[config.mk]
export PLATFORM = sky130hd
export DESIGN_NAME = frame_pack_unpack_crc8_unit
export DESIGN_NICKNAME = d
export VERILOG_FILES = /design/src/rtl/fpcrc_pkg.sv /design/src/rtl/frame_pack_unpack_crc8_unit.sv
export SDC_FILE = /design/constraint.sdc
export NUM_CORES = 1
export LEC_CHECK = 0
export ABC_AREA = 1
export BUFFER_PORTS_ARGS = -buffer_cell sky130_fd_sc_hd__buf_2
export CAP_MARGIN = 20
export CORE_UTILIZATION = 41
export CTS_BUF_LIST = sky130_fd_sc_hd__clkbuf_8
export DETAILED_ROUTE_END_ITERATION = 10
export HOLD_SLACK_MARGIN = 0.06
export PLACE_DENSITY = 0.72
export REMOVE_ABC_BUFFERS = 1
export SKIP_LAST_GASP = 1
export SLEW_MARGIN = 20
export SYNTH_ARGS = -nofsm -noshare
export SYNTH_HDL_FRONTEND = slang
export SYNTH_SLANG_ARGS = --single-unit
[constraint.sdc]
create_clock -name clk -period 19.32 [get_ports clk]
set_input_delay 3.864 -clock clk [delete_from_list [all_inputs] [get_ports clk]]
set_output_delay 3.864 -clock clk [all_outputs]
set_load 0.05 [all_outputs]
[src/rtl/fpcrc_pkg.sv]
// ----------------------------------------------------------------------------
// fpcrc_pkg
// types, constants and crc helpers for the frame pack / unpack unit
// ----------------------------------------------------------------------------
`default_nettype none

package fpcrc_pkg;

  localparam int unsigned FRAME_W = 50;
  localparam int unsigned CRC_W   = 8;
  localparam int unsigned DATA_W  = 42;  // frame bits covered by the crc
  localparam int unsigned PAD_W   = 6;   // zero bits appended before the crc

  localparam logic [CRC_W-1:0] CRC_POLY   = 8'h2F;
  localparam logic [CRC_W-1:0] CRC_INIT   = 8'hFF;
  localparam logic [CRC_W-1:0] CRC_XOROUT = 8'hFF;

  localparam logic MARKER        = 1'b1;
  localparam logic STATUS_OK     = 1'b0;
  localparam logic STATUS_REJECT = 1'b1;

  typedef enum logic {
    CMD_PACK   = 1'b0,
    CMD_UNPACK = 1'b1
  } cmd_t;

  typedef logic [DATA_W-1:0]            crc_data_t;
  typedef logic [DATA_W-1:0][CRC_W-1:0] crc_cols_t;

  typedef struct packed {
    logic               command;
    logic [1:0]         frame_type;
    logic [2:0]         sequence_req;
    logic [2:0]         acknowledge;
    logic [2:0]         flag_bits;
    logic [5:0]         code_0;
    logic [5:0]         code_1;
    logic [5:0]         code_2;
    logic [5:0]         code_3;
    logic [5:0]         code_4;
    logic [FRAME_W-1:0] raw_in;
  } in_beat_t;

  typedef struct packed {
    logic [FRAME_W-1:0] raw_out;
    logic               status;
    logic [1:0]         type_out;
    logic [2:0]         seq_out;
    logic [2:0]         ack_out;
    logic [2:0]         flags_out;
    logic [5:0]         char_0;
    logic [5:0]         char_1;
    logic [5:0]         char_2;
    logic [5:0]         char_3;
    logic [5:0]         char_4;
  } out_beat_t;

  // bit-serial crc, msb first; elaboration only: builds CRC_BASE and the columns
  function automatic logic [CRC_W-1:0] crc_serial(input crc_data_t d);
    logic [DATA_W+PAD_W-1:0] v;
    logic [CRC_W-1:0]        c;
    logic                    fb;
    v = {d, {PAD_W{1'b0}}};
    c = CRC_INIT;
    for (int i = DATA_W + PAD_W - 1; i >= 0; i--) begin
      fb = c[CRC_W-1] ^ v[i];
      c  = {c[CRC_W-2:0], 1'b0} ^ (fb ? CRC_POLY : '0);
    end
    return c ^ CRC_XOROUT;
  endfunction

  // crc of the all-zero data word, init and xorout folded in
  localparam logic [CRC_W-1:0] CRC_BASE = crc_serial('0);

  // contribution of each single data bit
  function automatic crc_cols_t crc_make_cols();
    crc_cols_t cols;
    for (int j = 0; j < DATA_W; j++) begin
      cols[j] = crc_serial(crc_data_t'(1) << j) ^ CRC_BASE;
    end
    return cols;
  endfunction

  localparam crc_cols_t CRC_COLS = crc_make_cols();

  // crc as a flat xor tree over independent data bits
  function automatic logic [CRC_W-1:0] crc_fast(input crc_data_t d);
    logic [CRC_W-1:0] c;
    c = CRC_BASE;
    for (int j = 0; j < DATA_W; j++) begin
      if (d[j]) begin
        c = c ^ CRC_COLS[j];
      end
    end
    return c;
  endfunction

endpackage

`default_nettype wire

[src/rtl/frame_pack_unpack_crc8_unit.sv]
// ----------------------------------------------------------------------------
// frame_pack_unpack_crc8_unit
// packs or unpacks a 50-bit radio frame protected by crc-8/autosar
// ----------------------------------------------------------------------------
// usage
//   in channel : one beat per frame request (in_valid / in_stall / in_data);
//                command selects pack (build frame, force marker, append crc)
//                or unpack (check marker and crc, decode fields)
//   out channel: one result beat per request (out_valid / out_stall / out_data)
//   path       : an accepted beat goes through the input register, then the
//                result register, and shows on out_data from there
//   throughput : one beat per cycle without out_stall; the crc is a flat
//                42-input xor tree between the input and result registers
//   reset      : rst_n low clears both valid flags; nothing else to clear
//   stall      : out_stall holds the result register; the input register
//                keeps taking beats until it is also full, then in_stall
//                rises in the same cycle
//   rejected   : unpack with no marker or a crc mismatch gives status 1
//                and all decoded fields zero
// ----------------------------------------------------------------------------
`default_nettype none

module frame_pack_unpack_crc8_unit (
  input  wire                  clk,
  input  wire                  rst_n,
  input  wire                  in_valid,
  output logic                 in_stall,
  input  wire fpcrc_pkg::in_beat_t in_data,
  output logic                 out_valid,
  input  wire                  out_stall,
  output fpcrc_pkg::out_beat_t out_data
);

  // pipeline registers
  logic                 s1_valid_r, s1_valid_nxt;
  fpcrc_pkg::in_beat_t  s1_data_r;
  logic                 out_valid_r, out_valid_nxt;
  fpcrc_pkg::out_beat_t out_data_r;

  // handshake
  logic out_load;
  logic s1_load;

  // datapath
  fpcrc_pkg::crc_data_t          crc_data;
  logic [fpcrc_pkg::CRC_W-1:0]   crc_value;
  logic                          is_unpack;
  logic                          frame_ok;
  fpcrc_pkg::out_beat_t          result;

  // result register frees up when empty or being taken this cycle
  assign out_load = !out_valid_r || !out_stall;
  // input register moves on when empty or draining into the result register
  assign s1_load  = !s1_valid_r || out_load;
  assign in_stall = !s1_load;

  assign s1_valid_nxt  = s1_load  ? in_valid   : s1_valid_r;
  assign out_valid_nxt = out_load ? s1_valid_r : out_valid_r;

  always_ff @(posedge clk) begin
    if (!rst_n) begin
      s1_valid_r  <= 1'b0;
      out_valid_r <= 1'b0;
    end else begin
      s1_valid_r  <= s1_valid_nxt;
      out_valid_r <= out_valid_nxt;
    end
  end

  // payload registers carry no reset
  always_ff @(posedge clk) begin
    if (s1_load && in_valid) begin
      s1_data_r <= in_data;
    end
    if (out_load && s1_valid_r) begin
      out_data_r <= result;
    end
  end

  assign is_unpack = (s1_data_r.command == fpcrc_pkg::CMD_UNPACK);

  // covered bits: the received header and codes, or the freshly packed ones
  assign crc_data = is_unpack ?
    s1_data_r.raw_in[fpcrc_pkg::FRAME_W-1:fpcrc_pkg::CRC_W] :
    {fpcrc_pkg::MARKER, s1_data_r.frame_type, s1_data_r.sequence_req,
     s1_data_r.acknowledge, s1_data_r.flag_bits, s1_data_r.code_0,
     s1_data_r.code_1, s1_data_r.code_2, s1_data_r.code_3, s1_data_r.code_4};

  assign crc_value = fpcrc_pkg::crc_fast(crc_data);

  // marker present and stored crc matches
  assign frame_ok = (s1_data_r.raw_in[fpcrc_pkg::FRAME_W-1] == fpcrc_pkg::MARKER) &&
                    (s1_data_r.raw_in[fpcrc_pkg::CRC_W-1:0] == crc_value);

  always_comb begin
    result = '0;
    if (!is_unpack) begin
      result.raw_out = {crc_data, crc_value};
      result.status  = fpcrc_pkg::STATUS_OK;
    end else if (!frame_ok) begin
      result.status  = fpcrc_pkg::STATUS_REJECT;
    end else begin
      result.status    = fpcrc_pkg::STATUS_OK;
      result.type_out  = s1_data_r.raw_in[48:47];
      result.seq_out   = s1_data_r.raw_in[46:44];
      result.ack_out   = s1_data_r.raw_in[43:41];
      result.flags_out = s1_data_r.raw_in[40:38];
      result.char_0    = s1_data_r.raw_in[37:32];
      result.char_1    = s1_data_r.raw_in[31:26];
      result.char_2    = s1_data_r.raw_in[25:20];
      result.char_3    = s1_data_r.raw_in[19:14];
      result.char_4    = s1_data_r.raw_in[13:8];
    end
  end

  assign out_valid = out_valid_r;
  assign out_data  = out_data_r;

endmodule

`default_nettype wire

======== Word level (Yosys, flattened, before mapping) ========
Index checks and enable logic that the tools add are counted.
word-level totals
  output and inout port bits .............. 94
  flip-flop bits (word level) ............. 186
  logic and storage cells ................. 120
operators by class
  muxes and demuxes ....................... 44
  eq/ne operators ......................... 1
  reductions and logical operators ........ 10
  bitwise operators ....................... 41
operators with widths
  operator             count
  8-bit two-way mux    25
  5-bit inverter       17
  7-bit two-way mux    8
  3-bit inverter       18
  42-bit two-way mux   1
  7-bit inverter       6
  6-bit two-way mux    5
  5-bit two-way mux    2
  8-bit == test        1
  1-bit logical NOT    4
  4-bit two-way mux    1
  1-bit logical AND    3
  3-bit two-way mux    1
  1-bit logical OR     2
  2-bit AND reduction  1
  1-bit two-way mux    1

======== Logic depth before layout (Yosys ltp) ========
  depth in word-level cells ............... 87
  depth in mapped cells ................... 24
  gate-level depth less buffers ........... 22

======== Worst setup path after synthesis ========
Ideal clock, no wire load.
  kind .................................... input port to flip-flop
  start ................................... input port out_stall
  end ..................................... register out_data_r (netlist bit out_data[0]), enable pin
  stages .................................. 1
  data required time ...................... 18.747 ns
  library setup time ...................... 0.573 ns
  arrival ................................. 8.330 ns
  slack ................................... 10.417 ns
  path buffers ............................ 0
  path through ............................ a21oi_1
on the way
  cells in the longest elaborated chain, start to end .. 3
ends and longest elaborated chain
  item                    RTL line                           text
  start: declaration      frame_pack_unpack_crc8_unit.sv:30  input wire out_stall,
  1-bit logical NOT       frame_pack_unpack_crc8_unit.sv:52  assign out_load = !out_valid_r || !out_stall;
  1-bit logical OR        frame_pack_unpack_crc8_unit.sv:52
  1-bit logical AND       frame_pack_unpack_crc8_unit.sv:75  if (out_load && s1_valid_r) begin
  end signal: assignment  frame_pack_unpack_crc8_unit.sv:76  out_data_r <= result;
  end: declaration        frame_pack_unpack_crc8_unit.sv:38  fpcrc_pkg::out_beat_t out_data_r;
No other way between the ends.
A chain may end at the register's enable or synchronous reset.

======== Worst setup path after layout ========
  start ................................... input port out_stall
  end ..................................... output port in_stall
on the way
  cells in the longest elaborated chain, start to end .. 4
ends and longest elaborated chain
  item               RTL line                           text
  1-bit logical NOT  frame_pack_unpack_crc8_unit.sv:52
  1-bit logical OR   frame_pack_unpack_crc8_unit.sv:52
  1-bit logical OR   frame_pack_unpack_crc8_unit.sv:54  assign s1_load = !s1_valid_r || out_load;
  1-bit logical NOT  frame_pack_unpack_crc8_unit.sv:55  assign in_stall = !s1_load;
  end: declaration   frame_pack_unpack_crc8_unit.sv:27  output logic in_stall,
No other way between the ends.

==> metrics.cfg <==
[floorplanning]
die_h_um=155
coreArea_um2=22800
initial_core_util_pct=42.0
std_cell_rows=55
die_w_um=155
die_area_um2=24000
ios=190

[critical_path]
cp_num_buf_inv=2
r2r_slack_ps=14760
critPathMaxStageDelay_ps=280
critical_path.slowest_cell=buf_2
cp-end-kind=primary output
cpMostUsedCell=buf_2
reg2reg_from=is_unpack
critPathLaunchType=primary input
crit_arrival_ps=4460
timing.critical_path.max_delay_family=buffers and inverters
path_max_fanout=2
r2r_cells=22
cp-startpoint=out_stall
regToRegEndpoint=out_data[41]
worstSetupPathType=in -> out
required_ps=15460
cp.depth=4
worstSetupEndpoint=in_stall
path_cells=buf_2 > nand2_1 > nor2_1 > buf_2

[clocking]
htreeDepth=4
cts_post_setup_buffers_inserted=0
clkTransAtPathRegs_ps=100
cts_tree=built
clk_latency_ps=470
ctsHoldBuffers=0
cts_max_path_buffers=2
root_buffer=clkbuf_8
cts_resized=0
cts_buffers=17
clock_sinks=186

[sta]
period_share_pct=43.1
fin_crit_ps=8320
fin_tns_setup_ps=0
finClkSkew_ps=19.0
finalSetupViolations=0
slew_violations=0
maxSlewHeadroom_pct=45.6
rsz0062_at_grt=no
fmax_ghz=0.120
final-hold-violation-count=0
worst_slew_pin_slew_ps=816

[finish]
n_antenna_cell=0
fillers=2167
mostFrequentLayoutCells=nand2_1, buf_2, edfxtp_1, inv_1, nor2_1
syn2layout_area_growth_pct=16.8
drive_above_1_share_pct=17.7
nNetsFinal=1428
final_common_cell=nand2_1

[yosys]
synth.avg_cell_area_um2=8.41
synth_area_um2=9580
async_flop_share_pct=0
ys_seq_area_share_pct=58.1
yosys.area.top_type=edfxtp_1
syn_inst=1139
ys_ff_latch=186
yosysWarnings=0
synth_edf_count=184
yosysUniqueCellTypes=25
synth_ff_type=edfxtp_1
netlist_top_cells_area=edfxtp_1, nand2_1, inv_1
synth_top_area_share_pct=57.7

[global_route]
grt_remaining_overflow=0
grt_pass1_vias=7154
grt_max_degree=61
antenna_found_initial=0
grt_first_pass_wirelength_um=37000
grtUsageTotal_pct=20.6

[placed_design]
dp_hpwl_um=17700
place.gp.congestion=0.880
portBuffers=189

[routing]
final_antenna_net_count=0
vias_per_cell=4.62
dr.first_iter.drc_count=506
wl_per_cell_um=14.3
dr.pass1.iters=5
routed_wl_um=23800
drc_errors=0
via_count=7655

[run_status]
outcome=completed

[min_path]
worstHoldPathType=reg -> reg

[power_and_ir_drop]
ir_worst_vdd_uv=41.0
power_mw=0.963
p_leak_nw=5.87
cellPowerDensity_nw_per_um2=86.1

[job]
cap_violations=0

[synthesized netlist by cell type, types with 2 or more instances]
master and instances:
buf_4 5, o21ai_0 5, dfxtp_1 2, buf_2 6
xnor2_1 15, nor2_2 4, nand3b_1 5, edfxtp_1 184
o21ai_4 2, o21ai_1 8, inv_1 168, nand2_1 532
nand4_1 8, nand2_2 3, nand3_1 66, nor2_1 90
xor2_1 11, buf_6 8, a21oi_1 11
[per-layer routing]
layer	vias up	track usage, %	part of all wire, %
met3	23	3.31	5.1
met2	225	35.5	49
met5	-	0	0
met1	3461	26.5	44
met4	0	6.79	1.6
li1	3946	-	-
[registers in the layout (all words and copies together), names as in the netlist]
signal	cells
out_data	92
s1_valid_r	1
is_unpack	1
s1_data_r	91
out_valid	1
[per-stage QoR]
| stage | instances | util, % | hold WS (ps) | area (um2) | worst slack (ps) |
|---|---|---|---|---|---|
| 2_1_floorplan | 1118 | - | 453 | 9400 | 10420 |
| 3_3_place_gp | 1625 | 47.4 | 506 | 10800 | 11010 |
| 3_5_place_dp | 1626 | 47.5 | 517 | 10800 | 11010 |
| 4_1_cts | 1657 | 49.1 | 540 | 11200 | 11000 |
| 5_1_grt | 1657 | 49.1 | 575 | 11200 | 10950 |
| 6_report | 1657 | 49.1 | 537 | 11200 | 11000 |
[worst reg2reg max path, delay by kind of cell (launching register included)]
family / cells / cell delay, ps
buffers and inverters: 5 / 1560
AND/OR/NAND/NOR: 17 / 2420
flip-flops: 1 / 340
[layout make-up]
| type | count | area [um2] | share of cell area [%] |
|---|---|---|---|
| Sequential cell | 186 | 5570 | 49.8 |
| Multi-Input combinational cell | 762 | 3200 | 28.7 |
| Timing Repair Buffer | 195 | 1010 | 9.04 |
| Inverter | 170 | 642 | 5.74 |
| Tap cell | 313 | 392 | 3.50 |
| Clock buffer | 17 | 234 | 2.09 |
| Clock inverter | 14 | 134 | 1.20 |
[power by group]
part	total (mW)	switching [mW]	internal, mW
clock	0.253	0.140	0.113
combinational	0.236	0.167	0.0680
sequential	0.475	0.00710	0.468
[cell families after synthesis]
logic type | share of synthesized area, %
AND/OR/NAND/NOR | 29.4
buffers and inverters | 8.53
flip-flops | 58.1
AO/OA/AOI/OAI | 1.59
XOR/XNOR | 2.38
[how the worst min path moves through the flow]
stage / from / endpoint / slack [ps] / depth (start not counted)
after global routing: out_valid / out_valid / 580 / 2
after CTS: s1_data_r[70] / out_data[70] / 540 / 2
after global placement: s1_data_r[70] / out_data[70] / 510 / 2
after detailed placement: s1_data_r[70] / out_data[70] / 520 / 2
after floorplan: s1_valid_r / out_valid / 450 / 2
final: s1_data_r[61] / out_data[61] / 540 / 2
Note: power is estimated with default switching activity, not from simulation.
